===== src/rtl/frlr_pkg.sv =====
// Shared types, constants and root table for the frame rate load regulator.
`default_nettype none

package frlr_pkg;

    localparam int LOAD_BITS = 20;
    localparam int STEPS     = 16;                 // fraction bits per log/exp
    localparam int T_W       = LOAD_BITS + 22;     // frame target width

    localparam logic [2:0] CFG_BASE   = 3'd0;
    localparam logic [2:0] CFG_BOOST  = 3'd1;
    localparam logic [2:0] CFG_IHL    = 3'd2;
    localparam logic [2:0] CFG_LIMIT  = 3'd3;
    localparam logic [2:0] CFG_SHRINK = 3'd4;

    localparam logic [1:0] CMD_RATIO  = 2'd0;
    localparam logic [1:0] CMD_PERIOD = 2'd1;
    localparam logic [1:0] CMD_ADJUST = 2'd2;

    typedef enum logic [4:0] {
        OP_NOP,
        OP_ACCEPT,
        OP_MUL_X,
        OP_SET_X,
        OP_EXP_MUL,
        OP_EXP_ACC,
        OP_SET_DECAY,
        OP_MUL_K,
        OP_SET_K,
        OP_LOG_SQ,
        OP_LOG_ACC,
        OP_MUL_Y,
        OP_SET_Y,
        OP_SET_FACTOR,
        OP_MUL_T1,
        OP_ACC_T1,
        OP_MUL_T2,
        OP_ACC_T2,
        OP_MUL_G,
        OP_FIN
    } t_op;

    typedef struct packed {
        t_op        op;
        logic [3:0] step;
    } t_dp_cmd;

    typedef struct packed {
        logic out_free;
    } t_dp_stat;

    typedef logic [STEPS-1:0][30:0] t_root_tab;

    // integer square root, bit by bit
    function automatic logic [63:0] isqrt64(input logic [63:0] v_in);
        logic [63:0] v;
        logic [63:0] res;
        logic [63:0] bit_w;
        v     = v_in;
        res   = 64'd0;
        bit_w = 64'd1 << 62;
        for (int j = 0; j < 32; j++) begin
            if (bit_w > v) begin
                bit_w = bit_w >> 2;
            end
        end
        for (int j = 0; j < 32; j++) begin
            if (bit_w != 64'd0) begin
                if (v >= res + bit_w) begin
                    v   = v - (res + bit_w);
                    res = (res >> 1) + bit_w;
                end else begin
                    res = res >> 1;
                end
                bit_w = bit_w >> 2;
            end
        end
        return res;
    endfunction

    // 2^(2^-i), i = 1..STEPS, Q1.30, by repeated square roots of 2.0
    function automatic t_root_tab root_table();
        logic [63:0] root;
        t_root_tab   tab;
        root = 64'd2 << 30;
        for (int i = 0; i < STEPS; i++) begin
            root   = isqrt64(root << 30);
            tab[i] = root[30:0];
        end
        return tab;
    endfunction

endpackage

`default_nettype wire


===== src/rtl/frlr_ctrl.sv =====
// Sequencer for the regulator: walks the datapath through one adjust.
`default_nettype none

module frlr_ctrl (
    input  wire logic               i_clk,
    input  wire logic               i_rst_n,
    input  wire logic               i_in_valid,
    input  wire logic [1:0]         i_command,
    input  frlr_pkg::t_dp_stat      i_stat,
    output logic                    o_in_ready,
    output frlr_pkg::t_dp_cmd       o_cmd
);

    typedef enum logic [4:0] {
        S_IDLE,
        S_MUL_X,
        S_SET_X,
        S_EXP_MUL,
        S_EXP_ACC,
        S_SET_DECAY,
        S_MUL_K,
        S_SET_K,
        S_LOG_SQ,
        S_LOG_ACC,
        S_MUL_Y,
        S_SET_Y,
        S_SET_FACTOR,
        S_MUL_T1,
        S_ACC_T1,
        S_MUL_T2,
        S_ACC_T2,
        S_MUL_G,
        S_FIN
    } t_state;

    localparam logic [3:0] STEP_LAST = 4'(frlr_pkg::STEPS - 1);

    t_state     r_state;
    logic [3:0] r_step;
    logic       r_second;   // second exp pass (frame factor)

    assign o_in_ready = (r_state == S_IDLE);

    always_comb begin
        o_cmd.step = r_step;
        case (r_state)
            S_IDLE:       o_cmd.op = i_in_valid ? frlr_pkg::OP_ACCEPT : frlr_pkg::OP_NOP;
            S_MUL_X:      o_cmd.op = frlr_pkg::OP_MUL_X;
            S_SET_X:      o_cmd.op = frlr_pkg::OP_SET_X;
            S_EXP_MUL:    o_cmd.op = frlr_pkg::OP_EXP_MUL;
            S_EXP_ACC:    o_cmd.op = frlr_pkg::OP_EXP_ACC;
            S_SET_DECAY:  o_cmd.op = frlr_pkg::OP_SET_DECAY;
            S_MUL_K:      o_cmd.op = frlr_pkg::OP_MUL_K;
            S_SET_K:      o_cmd.op = frlr_pkg::OP_SET_K;
            S_LOG_SQ:     o_cmd.op = frlr_pkg::OP_LOG_SQ;
            S_LOG_ACC:    o_cmd.op = frlr_pkg::OP_LOG_ACC;
            S_MUL_Y:      o_cmd.op = frlr_pkg::OP_MUL_Y;
            S_SET_Y:      o_cmd.op = frlr_pkg::OP_SET_Y;
            S_SET_FACTOR: o_cmd.op = frlr_pkg::OP_SET_FACTOR;
            S_MUL_T1:     o_cmd.op = frlr_pkg::OP_MUL_T1;
            S_ACC_T1:     o_cmd.op = frlr_pkg::OP_ACC_T1;
            S_MUL_T2:     o_cmd.op = frlr_pkg::OP_MUL_T2;
            S_ACC_T2:     o_cmd.op = frlr_pkg::OP_ACC_T2;
            S_MUL_G:      o_cmd.op = frlr_pkg::OP_MUL_G;
            S_FIN:        o_cmd.op = i_stat.out_free ? frlr_pkg::OP_FIN : frlr_pkg::OP_NOP;
            default:      o_cmd.op = frlr_pkg::OP_NOP;
        endcase
    end

    always_ff @(posedge i_clk) begin
        if (!i_rst_n) begin
            r_state  <= S_IDLE;
            r_step   <= 4'd0;
            r_second <= 1'b0;
        end else begin
            case (r_state)
                S_IDLE: begin
                    if (i_in_valid && i_command == frlr_pkg::CMD_ADJUST) begin
                        r_state <= S_MUL_X;
                    end
                end
                S_MUL_X: r_state <= S_SET_X;
                S_SET_X: begin
                    r_state  <= S_EXP_MUL;
                    r_step   <= 4'd0;
                    r_second <= 1'b0;
                end
                S_EXP_MUL: r_state <= S_EXP_ACC;
                S_EXP_ACC: begin
                    r_step <= r_step + 4'd1;
                    if (r_step == STEP_LAST) begin
                        r_state <= r_second ? S_SET_FACTOR : S_SET_DECAY;
                    end else begin
                        r_state <= S_EXP_MUL;
                    end
                end
                S_SET_DECAY: r_state <= S_MUL_K;
                S_MUL_K:     r_state <= S_SET_K;
                S_SET_K: begin
                    r_state <= S_LOG_SQ;
                    r_step  <= 4'd0;
                end
                S_LOG_SQ: r_state <= S_LOG_ACC;
                S_LOG_ACC: begin
                    r_step  <= r_step + 4'd1;
                    r_state <= (r_step == STEP_LAST) ? S_MUL_Y : S_LOG_SQ;
                end
                S_MUL_Y: r_state <= S_SET_Y;
                S_SET_Y: begin
                    r_state  <= S_EXP_MUL;
                    r_step   <= 4'd0;
                    r_second <= 1'b1;
                end
                S_SET_FACTOR: r_state <= S_MUL_T1;
                S_MUL_T1:     r_state <= S_ACC_T1;
                S_ACC_T1:     r_state <= S_MUL_T2;
                S_MUL_T2:     r_state <= S_ACC_T2;
                S_ACC_T2:     r_state <= S_MUL_G;
                S_MUL_G:      r_state <= S_FIN;
                S_FIN: begin
                    if (i_stat.out_free) begin
                        r_state <= S_IDLE;
                    end
                end
                default: r_state <= S_IDLE;
            endcase
        end
    end

endmodule

`default_nettype wire


===== src/rtl/frlr_dp.sv =====
// Datapath: sample peaks, config registers, shared multiplier, log/exp registers.
`default_nettype none

module frlr_dp (
    input  wire logic                           i_clk,
    input  wire logic                           i_rst_n,
    input  frlr_pkg::t_dp_cmd                   i_cmd,
    output frlr_pkg::t_dp_stat                  o_stat,
    input  wire logic                           i_cfg_we,
    input  wire logic [2:0]                     i_cfg_index,
    input  wire logic [15:0]                    i_cfg_data,
    input  wire logic [1:0]                     i_command,
    input  wire logic [15:0]                    i_frame_ratio,
    input  wire logic [15:0]                    i_gen_period,
    input  wire logic [frlr_pkg::LOAD_BITS-1:0] i_current_load,
    input  wire logic [23:0]                    i_elapsed_time,
    input  wire logic                           i_out_ready,
    output logic                                o_out_valid,
    output logic [frlr_pkg::LOAD_BITS-1:0]      o_new_load
);

    localparam int LB = frlr_pkg::LOAD_BITS;
    localparam int TW = frlr_pkg::T_W;
    localparam frlr_pkg::t_root_tab ROOTS = frlr_pkg::root_table();

    // config
    logic [15:0] r_base, r_boost, r_ihl, r_limit, r_shrink;
    // samples
    logic [15:0] r_ratio_peak, r_period_peak;
    logic        r_ratio_seen, r_period_seen;
    // working registers
    logic [LB-1:0] r_load;
    logic [23:0]   r_elapsed;
    logic [63:0]   r_prod;
    logic [30:0]   r_er;       // exp accumulator, Q1.30
    logic [15:0]   r_exp_f;
    logic [5:0]    r_sh;
    logic          r_left, r_zero;
    logic [16:0]   r_decay;
    logic [17:0]   r_k;
    logic [30:0]   r_m;        // log mantissa, Q1.30
    logic [3:0]    r_lint;
    logic [15:0]   r_lfrac;
    logic [36:0]   r_factor;
    logic [TW-1:0] r_t;
    logic          r_out_valid;
    logic [LB-1:0] r_out;

    logic [31:0] mul_a, mul_b;
    logic        mul_en;

    // log magnitude
    logic [19:0] l_val, l_mag;
    logic        l_neg;
    assign l_val = {r_lint, r_lfrac};
    assign l_neg = r_lint[3];
    assign l_mag = l_neg ? (20'd0 - l_val) : l_val;

    always_comb begin
        mul_en = 1'b1;
        mul_a  = 32'd0;
        mul_b  = 32'd0;
        case (i_cmd.op)
            frlr_pkg::OP_MUL_X: begin
                mul_a = 32'(r_elapsed);
                mul_b = 32'(r_ihl);
            end
            frlr_pkg::OP_EXP_MUL: begin
                mul_a = 32'(r_er);
                mul_b = 32'(ROOTS[i_cmd.step]);
            end
            frlr_pkg::OP_MUL_K: begin
                mul_a = 32'(r_boost);
                mul_b = 32'(r_decay);
            end
            frlr_pkg::OP_LOG_SQ: begin
                mul_a = 32'(r_m);
                mul_b = 32'(r_m);
            end
            frlr_pkg::OP_MUL_Y: begin
                mul_a = 32'(r_k);
                mul_b = 32'(l_mag);
            end
            frlr_pkg::OP_MUL_T1: begin
                mul_a = 32'(r_load);
                mul_b = 32'(r_factor[36:16]);
            end
            frlr_pkg::OP_MUL_T2: begin
                mul_a = 32'(r_load);
                mul_b = 32'(r_factor[15:0]);
            end
            frlr_pkg::OP_MUL_G: begin
                mul_a = 32'(r_load);
                mul_b = 32'(r_shrink);
            end
            default: mul_en = 1'b0;
        endcase
    end

    // decay exponent setup: 2^-x, x = elapsed*ihl in Q16
    logic [31:0] x_val;
    logic [16:0] x_sh;
    assign x_val = r_prod[39:8];
    assign x_sh  = 17'(x_val[31:16]) + 17'(x_val[15:0] != 16'd0);

    // frame exponent setup: y = floor(-(k*L) / 2^16)
    logic [22:0] y_dn, y_up;
    logic [23:0] y_val;
    logic [7:0]  y_n, y_nn;
    assign y_dn  = {1'b0, r_prod[37:16]};
    assign y_up  = y_dn + 23'(r_prod[15:0] != 16'd0);
    assign y_val = l_neg ? {1'b0, y_dn} : (24'd0 - {1'b0, y_up});
    assign y_n   = y_val[23:16];
    assign y_nn  = 8'd0 - y_n;

    // log normalization
    logic [3:0]  msb_p;
    always_comb begin
        msb_p = 4'd0;
        for (int i = 0; i < 16; i++) begin
            if (r_ratio_peak[i]) begin
                msb_p = 4'(i);
            end
        end
    end

    logic [31:0] sq;
    assign sq = r_prod[61:30];

    logic [16:0] exp_e;
    assign exp_e = r_er[30:14];

    // final selection
    logic [TW-1:0] load_w, frame_a;
    logic [LB-1:0] gen_v, gen_b, res;
    assign load_w = TW'(r_load);
    always_comb begin
        if (!r_ratio_seen) begin
            frame_a = load_w;
        end else if (r_ratio_peak == 16'd0 || r_t == load_w) begin
            frame_a = load_w + TW'(1);
        end else begin
            frame_a = r_t;
        end
        gen_v = r_prod[LB+15:16];
        if (!r_period_seen || r_period_peak < r_limit) begin
            gen_b = '1;
        end else if (gen_v == '0) begin
            gen_b = '0;
        end else begin
            gen_b = gen_v - LB'(1);
        end
        res = (frame_a < TW'(gen_b)) ? frame_a[LB-1:0] : gen_b;
    end

    assign o_stat.out_free = !r_out_valid || i_out_ready;
    assign o_out_valid     = r_out_valid;
    assign o_new_load      = r_out;

    always_ff @(posedge i_clk) begin
        if (mul_en) begin
            r_prod <= mul_a * mul_b;
        end
        case (i_cmd.op)
            frlr_pkg::OP_ACCEPT: begin
                r_load    <= i_current_load;
                r_elapsed <= i_elapsed_time;
            end
            frlr_pkg::OP_SET_X: begin
                r_er    <= 31'd1 << 30;
                r_exp_f <= 16'd0 - x_val[15:0];
                r_left  <= 1'b0;
                r_zero  <= (x_sh >= 17'd40);
                r_sh    <= x_sh[5:0];
            end
            frlr_pkg::OP_EXP_ACC: begin
                if (r_exp_f[~i_cmd.step]) begin
                    r_er <= r_prod[60:30];
                end
            end
            frlr_pkg::OP_SET_DECAY: begin
                r_decay <= r_zero ? 17'd0 : (exp_e >> r_sh);
            end
            frlr_pkg::OP_SET_K: begin
                r_k     <= 18'(r_base) + 18'(r_prod[32:16]);
                r_m     <= 31'(r_ratio_peak) << (5'd30 - {1'b0, msb_p});
                r_lint  <= msb_p - 4'd8;
                r_lfrac <= 16'd0;
            end
            frlr_pkg::OP_LOG_ACC: begin
                if (sq[31]) begin
                    r_m                <= sq[31:1];
                    r_lfrac[~i_cmd.step] <= 1'b1;
                end else begin
                    r_m <= sq[30:0];
                end
            end
            frlr_pkg::OP_SET_Y: begin
                r_er    <= 31'd1 << 30;
                r_exp_f <= y_val[15:0];
                if (!y_n[7]) begin
                    r_left <= 1'b1;
                    r_zero <= 1'b0;
                    r_sh   <= (y_n > 8'd20) ? 6'd20 : y_n[5:0];
                end else begin
                    r_left <= 1'b0;
                    r_zero <= (y_nn >= 8'd40);
                    r_sh   <= y_nn[5:0];
                end
            end
            frlr_pkg::OP_SET_FACTOR: begin
                if (r_zero) begin
                    r_factor <= 37'd0;
                end else if (r_left) begin
                    r_factor <= 37'(exp_e) << r_sh;
                end else begin
                    r_factor <= 37'(exp_e >> r_sh);
                end
            end
            frlr_pkg::OP_ACC_T1: r_t <= TW'(r_prod);
            frlr_pkg::OP_ACC_T2: r_t <= r_t + TW'(r_prod[LB+15:16]);
            frlr_pkg::OP_FIN:    r_out <= res;
            default: ;
        endcase
    end

    // control state: config, sample peaks, output valid
    always_ff @(posedge i_clk) begin
        if (!i_rst_n) begin
            r_base        <= 16'd983;
            r_boost       <= 16'd3277;
            r_ihl         <= 16'd21845;
            r_limit       <= 16'd346;
            r_shrink      <= 16'd65372;
            r_ratio_peak  <= 16'd0;
            r_ratio_seen  <= 1'b0;
            r_period_peak <= 16'd0;
            r_period_seen <= 1'b0;
            r_out_valid   <= 1'b0;
        end else begin
            if (i_cfg_we) begin
                case (i_cfg_index)
                    frlr_pkg::CFG_BASE:   r_base   <= i_cfg_data;
                    frlr_pkg::CFG_BOOST:  r_boost  <= i_cfg_data;
                    frlr_pkg::CFG_IHL:    r_ihl    <= i_cfg_data;
                    frlr_pkg::CFG_LIMIT:  r_limit  <= i_cfg_data;
                    frlr_pkg::CFG_SHRINK: r_shrink <= i_cfg_data;
                    default: ;
                endcase
            end
            // a new result may load in the same cycle the old one transfers
            if (i_cmd.op == frlr_pkg::OP_FIN) begin
                r_out_valid <= 1'b1;
            end else if (r_out_valid && i_out_ready) begin
                r_out_valid <= 1'b0;
            end
            case (i_cmd.op)
                frlr_pkg::OP_ACCEPT: begin
                    if (i_command == frlr_pkg::CMD_RATIO) begin
                        r_ratio_seen <= 1'b1;
                        if (i_frame_ratio > r_ratio_peak) begin
                            r_ratio_peak <= i_frame_ratio;
                        end
                    end else if (i_command == frlr_pkg::CMD_PERIOD) begin
                        r_period_seen <= 1'b1;
                        if (i_gen_period > r_period_peak) begin
                            r_period_peak <= i_gen_period;
                        end
                    end
                end
                frlr_pkg::OP_FIN: begin
                    r_ratio_peak  <= 16'd0;
                    r_ratio_seen  <= 1'b0;
                    r_period_peak <= 16'd0;
                    r_period_seen <= 1'b0;
                end
                default: ;
            endcase
        end
    end

endmodule

`default_nettype wire


===== src/rtl/frame_rate_load_regulator.sv =====
// Top level of the frame rate load regulator: sequencer plus datapath.
`default_nettype none

// Recommends a new load count from the worst frame ratio and worst generation
// period seen since the last adjust. Sample transfers (command 0 or 1) are
// accepted while idle and produce no result. An adjust transfer (command 2)
// runs a fixed sequence of steps through one shared 32x32 multiplier: the boost
// decay 2^-x (16 root products), the log2 of the ratio peak (16 squarings) and
// the frame factor 2^y (16 more root products), each step a multiply followed
// by an update. The result sits in an output register; the next item is taken
// as soon as the sequence ends, even while the result still waits for its
// transfer. The last cycle of a sequence stalls while an earlier result has not
// yet been taken. Command 3 is accepted and ignored. Configuration writes are
// registered and are meant to happen only while the block is idle.
module frame_rate_load_regulator (
    input  wire logic                           i_clk,
    input  wire logic                           i_rst_n,
    // input channel
    input  wire logic                           i_in_valid,
    output logic                                o_in_ready,
    input  wire logic [1:0]                     i_command,
    input  wire logic [15:0]                    i_frame_ratio,
    input  wire logic [15:0]                    i_gen_period,
    input  wire logic [frlr_pkg::LOAD_BITS-1:0] i_current_load,
    input  wire logic [23:0]                    i_elapsed_time,
    // result channel
    output logic                                o_out_valid,
    input  wire logic                           i_out_ready,
    output logic [frlr_pkg::LOAD_BITS-1:0]      o_new_load,
    // configuration write port
    input  wire logic                           i_cfg_we,
    input  wire logic [2:0]                     i_cfg_index,
    input  wire logic [15:0]                    i_cfg_data
);

    frlr_pkg::t_dp_cmd  dp_cmd;
    frlr_pkg::t_dp_stat dp_stat;

    frlr_ctrl u_ctrl (
        .i_clk      (i_clk),
        .i_rst_n    (i_rst_n),
        .i_in_valid (i_in_valid),
        .i_command  (i_command),
        .i_stat     (dp_stat),
        .o_in_ready (o_in_ready),
        .o_cmd      (dp_cmd)
    );

    frlr_dp u_dp (
        .i_clk           (i_clk),
        .i_rst_n         (i_rst_n),
        .i_cmd           (dp_cmd),
        .o_stat          (dp_stat),
        .i_cfg_we        (i_cfg_we),
        .i_cfg_index     (i_cfg_index),
        .i_cfg_data      (i_cfg_data),
        .i_command       (i_command),
        .i_frame_ratio   (i_frame_ratio),
        .i_gen_period    (i_gen_period),
        .i_current_load  (i_current_load),
        .i_elapsed_time  (i_elapsed_time),
        .i_out_ready     (i_out_ready),
        .o_out_valid     (o_out_valid),
        .o_new_load      (o_new_load)
    );

endmodule

`default_nettype wire

===== config.mk =====
export PLATFORM = sky130hd
export DESIGN_NAME = frame_rate_load_regulator
export DESIGN_NICKNAME = d
export VERILOG_FILES = /design/src/rtl/frlr_pkg.sv /design/src/rtl/frlr_ctrl.sv /design/src/rtl/frlr_dp.sv /design/src/rtl/frame_rate_load_regulator.sv
export SDC_FILE = /design/constraint.sdc
export NUM_CORES = 2
export LEC_CHECK = 0
export BUFFER_PORTS_ARGS = -buffer_cell sky130_fd_sc_hd__buf_4
export CAP_MARGIN = 40
export CORE_ASPECT_RATIO = 2
export CORE_UTILIZATION = 30
export DETAILED_ROUTE_END_ITERATION = 12
export PLACE_DENSITY = 0.54
export SLEW_MARGIN = 20
export SYNTH_ARGS = -nofsm -noshare
export SYNTH_HDL_FRONTEND = slang
export SYNTH_SLANG_ARGS = --single-unit

===== constraint.sdc =====
create_clock -name i_clk -period 11.65 [get_ports i_clk]
set_input_delay 1.7475 -clock i_clk [delete_from_list [all_inputs] [get_ports i_clk]]
set_output_delay 1.7475 -clock i_clk [all_outputs]
set_load 0.005 [all_outputs]

# After elaboration in Yosys (flattened, before gate mapping)
# Memory sizes are Yosys's and may differ from the RTL's. A register that Yosys moved wholly into a read port is not among the register bits.
# Index checks and enable logic that the tools add are counted.
[op_classes] n_addsub=13 mul=1 n_lt_le_gt_ge=10 n_eq_ne=54 shifts=4 n_mux=73 bitwise=2 reduce_logical=41
[ops] op="31-bit one-hot mux with 8 select lines" n=1
[ops] op="31-bit one-hot mux with 6 select lines" n=1
[ops] op="16-bit one-hot mux with 2 select lines" n=4
[ops] op="31-bit one-hot mux with 2 select lines" n=2
[ops] op="16-bit 2-to-1 mux" n=6
[ops] op="5-bit one-hot mux with 19 select lines" n=1
[ops] op="31-bit 2-to-1 mux" n=3
[ops] op="5-bit one-hot mux with 18 select lines" n=1
[ops] op="42-bit 2-to-1 mux" n=2
[ops] op="42-bit one-hot mux with 2 select lines" n=1
[ops] op="5-bit by 4-bit == test with 1-bit output (second input constant)" n=16
[ops] op="20-bit 2-to-1 mux" n=4
[ops] op="31-bit by 31-bit multiplier with 62-bit output" n=1
[ops] op="4-bit 2-to-1 mux" n=11
[ops] op="42-bit by 20-bit adder with 42-bit output" n=1
[ops] op="42-bit by 20-bit == test with 1-bit output" n=1
[ops] op="42-bit by 20-bit < comparator with 1-bit output" n=1
[ops] op="5-bit by 3-bit == test with 1-bit output (second input constant)" n=8
[ops] op="37-bit 2-to-1 mux" n=1
[ops] op="17-bit by 6-bit left shift with 37-bit output" n=1
[ops] op="17-bit by 6-bit >> shifter with 37-bit output" n=1
[ops] op="5-bit == test (second input constant)" n=7
[ops] op="16-bit greater-than comparator" n=2
[ops] op="16-bit nonzero test" n=2
[ops] op="other kinds (58)" n=119
[word_totals] register_bits=471 rom_bits=496 input_bits=102 out_inout_bits=22 word_cells=228 memories=1
[memory_table] memory="(name not given)" words=16 word_bits=31 rd=1 rd_clocked_by_memory_dff=1 wr=0 line_no="frlr_dp.sv:70" source="mul_b = 32'(ROOTS[i_cmd.step]);"

# Depth between registers and ports, before layout
[depth] depth_word=18 depth_mapped=38 mapped_depth_nobuf=35

# Modules after synthesis
# A second synthesis with hierarchy kept.
[hier_totals] hier_cells=6852 hier_area_um2=60902.2
[modules_own_cells] mod="frlr_dp" instances=1 cells_each=6757 area_each_um2=60165.2 seq_area_each_um2=12692.2
[modules_own_cells] mod="frlr_ctrl" instances=1 cells_each=95 area_each_um2=737.0 seq_area_each_um2=200.2

# Worst setup path after synthesis
# Ideal clock, no wire load.
[synth_path] kind="reg-to-reg" start="register u_dp.r_lfrac[7]" end="register u_dp.r_prod[59] (data pin)" setup_ns=0.258 arrival_time_ns=9.211 required_time_ns=11.392 setup_slack_ns=2.181 path_stages_with_launch=32 path_buffers=1 period_less_slack_ns=9.469 path_cell_list="edfxtp_1 -> or4_1 -> or4_1 -> or4_1 -> o21ai_0 -> xor2_1 -> o211ai_1 -> clkbuf_1 -> nand2_1 -> fa_1 -> fa_1 -> inv_1 -> fa_1 -> inv_1 -> fa_1 -> inv_1 -> fa_1 -> fa_1 -> fa_1 -> fa_1 -> ha_1 -> a21o_1 -> a211o_1 -> a2111oi_0 -> o2111a_1 -> nor3_1 -> o31a_1 -> o211ai_1 -> o21ai_1 -> a21o_1 -> a21oi_1 -> xnor2_1"
[synth_via] elab_chain_len=4
[synth_lines] element="start, declared" line_no="frlr_dp.sv:43" source="logic [15:0] r_lfrac;"
[synth_lines] element="start signal, assigned" line_no="frlr_dp.sv:188" source="r_lfrac <= 16'd0;"
[synth_lines] element="start signal, assigned by index" line_no="frlr_dp.sv:193" source="r_lfrac[~i_cmd.step] <= 1'b1;"
[synth_lines] element="1-bit by 20-bit subtractor with 20-bit output" line_no="frlr_dp.sv:57" source="assign l_mag = l_neg ? (20'd0 - l_val) : l_val;"
[synth_lines] element="20-bit 2-to-1 mux (*)" line_no="frlr_dp.sv:57"
[synth_lines] element="31-bit one-hot mux with 8 select lines (*)" line_no="frlr_dp.sv:63" source="case (i_cmd.op)"
[synth_lines] element="31-bit by 31-bit multiplier with 62-bit output (*)" line_no="frlr_dp.sv:162" source="r_prod <= mul_a * mul_b;"
[synth_lines] element="end signal, assigned" line_no="frlr_dp.sv:162"
[synth_lines] element="end, declared" line_no="frlr_dp.sv:34" source="logic [63:0] r_prod;"
# Every way passes the cells marked *; elsewhere a longest branch is shown, timed or not.
# A chain may end at the register's enable or synchronous reset.

# Worst setup path in the final report
[layout_path] start="register u_ctrl.r_state[3]" end="register u_dp.r_prod[55] (data pin)"
[layout_via] elab_chain_len=6 word_cells_on_any_way=32 classes_between="mul: 1; eq/ne: 26; mux: 3; reduce/logical: 2"
[layout_lines] element="start, declared" line_no="frlr_ctrl.sv:38" source="t_state r_state;"
[layout_lines] element="start signal, assigned" line_no="frlr_ctrl.sv:92" source="r_state <= r_second ? S_SET_FACTOR : S_SET_DECAY;"
[layout_lines] element="start signal, assigned" line_no="frlr_ctrl.sv:106" source="r_state <= (r_step == STEP_LAST) ? S_MUL_Y : S_LOG_SQ;"
[layout_lines] element="5-bit == test, or another cell as far along" line_no="frlr_ctrl.sv:46" source="case (r_state)"
[layout_lines] element="5-bit one-hot mux with 19 select lines (*)" line_no="frlr_ctrl.sv:46"
[layout_lines] element="5-bit by 4-bit == test with 1-bit output / 5-bit == test (equally long branches)" line_no="frlr_dp.sv:63"
[layout_lines] element="3-bit OR reduction (no source line)"
[layout_lines] element="31-bit one-hot mux with 6 select lines" line_no="frlr_dp.sv:63"
[layout_lines] element="31-bit by 31-bit multiplier with 62-bit output (*)" line_no="frlr_dp.sv:162"
# Marked as above.

==> run metrics <==
Routed wire per std cell ~27 microns; router iterations before antenna repair 6; CP required ~12000 ps; global-route wire length before repair around 370000 microns; fin crit share between 90% and 100%; gpl congestion ~1.0; Starting Density between 30% and 40%; clock buffer count from CTS ~50; GRT Resource Usage Total approximately 25%; ys async rst share 0%; clock sinks 500; Area contributors post-synth fa_1 28%, edfxtp_1 17%, ha_1 8.9%; Layout Utilization approximately 34%; area leader, netlist fa_1; outcome completed; Syn Area/Cell ~9.0 sq um; Site Rows 233; top-area cell type share of the netlist area 27.5%; vias in the first global route 54500; post-route ant nets 0; Worst path most repeated cell fa_1; skew final between 40 and 50 ps; root buffer cell clkbuf_16; CP startpoint kind flip-flop; PwrDens between 80 and 90 nW/um^2; Leak Pwr roughly 30 nW; Slew @ Worst Pin between 900 and 1000 ps; Chip Height about 640 microns; share of cells above drive strength 1 between 8 and 9%; Finished Layout Cells ~9600; fmax approximately 89 MHz; cells after synthesis roughly 6800; IO Count 124; Hold Vio Cnt, Final 0; syn_nets 8137; post-synthesis sequential area ratio 22.1%; initial drt markers roughly 3500; synth warn 0; hold_ws between 400 and 500 ps; die area between 200000 and 250000 sq um; CP endpoint kind flip-flop; Tmin final between 10000 and 15000 ps; Setup Viol. Count Final 0; Main synth FF type edfxtp_1; Distinct cells, synth between 90 and 100; Die Width roughly 320 microns; slowest stage delay, CP 620 ps; Final TNS setup 0 ps; Post-synth EDFFs between 300 and 400; via count around 51000; CP max stage cell a211o_1; multi-input combinational cell area around 43000 sq um; total congestion overflow 0; synthesis-to-finish area growth 11.3%; Clk Latency, worst-skew pair about 670 ps; Total Wirelength 259000 microns; port bufs 123; maximum clock path buffer count 3; number of vias per cell 5.29; CTS tree built; VDD IR max 132 uV; register clock-pin slew on the reported worst setup and hold paths about 70 ps; Worst slew margin approximately two fifths; Worst Path Max Fanout 11; most common library cells after synthesis 1001 x inv_1, 967 x nand2_1, 839 x fa_1; synthesis-stage register bit count 500; RSZ-0062 raised after global routing false; Placeable Area between 200000 and 250000 sq um; HP Class reg -> reg; Setup Slack @ Placement between 400 and 500 ps; Reg area 13500 sq um; cell total after placement approximately 9500; final slew viol count 0; Residual DRC 0; htree depth 2; Max Cap Viol 0; antenna violations before repair 11; Crit Path Category reg -> reg; Crit path arrival time between 10000 and 15000 ps; Post-Syn Area roughly 61000 sq um; Post-CTS Setup Bufs 0; most numerous cell in the Yosys netlist inv_1; nets 8197; Final Worst Setup Slack approximately 470 ps; Detailed Place HPWL around 210000 microns; fill cell total of the finished layout around 21000; largest net degree at the start of global routing 84
[layout make-up]
| type | count | share of cell area, % |
|---|---|---|
| multi-input combinational | 4905 | 62.9 |
| sequential | 500 | 19.9 |
| inverter | 1008 | 5.58 |
| tap | 2702 | 4.98 |
| timing repair buffer | 359 | 4.26 |
| clock buffer | 60 | 1.99 |
| clock inverter | 32 | 0.452 |
| antenna | 8 | 0.0295 |
[sequential cells by signal, indices dropped and copies added, names as in the netlist, 17 cells and up, named ones only]
name and flops:
u_dp.r_k 18, u_dp.r_er 31, u_dp.r_t 42, u_dp.r_decay 17
u_dp.r_m 31, u_dp.r_prod 62, u_dp.r_load 20, u_dp.o_new_load 20
u_dp.r_elapsed 24, u_dp.r_factor 37
[report_power, final]
group | switching, mW | total, mW | internal, mW
Combinational | 1.42 | 2.13 | 0.714
Sequential | 0.174 | 2.22 | 2.04
Clock | 0.826 | 1.75 | 0.925
Total | 2.42 | 6.10 | 3.68
[metal layers]
| metal | vias up | GRT usage (%) | wire length (microns) |
|---|---|---|---|
| li1 | 22200 | - | - |
| met1 | 25500 | 23.0 | 79000 |
| met2 | 2030 | 47.5 | 137000 |
| met3 | 898 | 2.82 | 11600 |
| met4 | 2 | 24.8 | 30900 |
| met5 | - | 0 | 9 |
[what timing repair did]
action,CTS,global route
endpoints found under the setup margin,0,3
resized for setup,0,3
hold buffers,0,0
[placed cells by master, fill, tap and decap left out, types with 37 or more instances in the layout]
cell type  netlist  layout
a21o_1          66      66
a22o_1          54      54
inv_1         1001    1000
edfxtp_1       346     346
nor3_1          60      56
nor2_1         736     730
buf_4            2     336
clkbuf_16        0      52
a21boi_0        62      62
a21oi_1        228     222
and2_1          59      59
o21a_1          37      37
nand3_1        114     114
ha_1           433     433
a22oi_1         69      69
xor2_1          70      70
o21ai_0        221     221
xnor2_1        143     142
fa_1           839     839
nand2_1        967     966
dfxtp_1        154     154
mux2i_1        101     100
[worst max-delay path, delay by kind of cell, from the launching register on]
kind / cells / cell delay [ps]
buffers and inverters: 6 / 830
and+or+nand+nor: 7 / 2100
xor gates and xnor gates: 1 / 80
adders and majority gates: 9 / 4450
DFF: 1 / 560
AOI/OAI and AO/OA: 9 / 2920
[cells by family (layout without fill, tap and decap cells)]
family / Yosys count / in the layout / synth area share (%)
AND/OR/NAND/NOR: 2217 / 2217 / 15.6
adder cells (fa/ha/maj): 1272 / 1272 / 36.4
AO/OA/AOI/OAI: 1063 / 1063 / 11.7
XOR/XNOR: 213 / 213 / 3.06
other: 0 / 8 / 0
buffers and inverters: 1358 / 1459 / 8.42
multiplexers: 140 / 140 / 2.62
flip-flops: 500 / 500 / 22.1
[metrics by stage]
stage / cell area [sq um] / power, mW
2_1_floorplan: 61000 / 3.44
3_3_place_gp: 65800 / 4.33
3_5_place_dp: 66000 / 4.34
4_1_cts: 67700 / 6.10
5_1_grt: 67900 / 6.32
6_report: 67900 / 6.10
[worst paths after layout]
kind | start | endpoint | slack, ps | depth (start not counted)
max | u_ctrl.r_state[3] | u_dp.r_prod[55] | 470 | 32
min | u_dp.r_limit[11] | u_dp.r_limit[11] | 470 | 2
max reg2reg | u_ctrl.r_state[3] | u_dp.r_prod[55] | 470 | 32
min reg2reg | u_dp.r_limit[11] | u_dp.r_limit[11] | 470 | 2
Note: power is estimated with default switching activity, not from simulation.
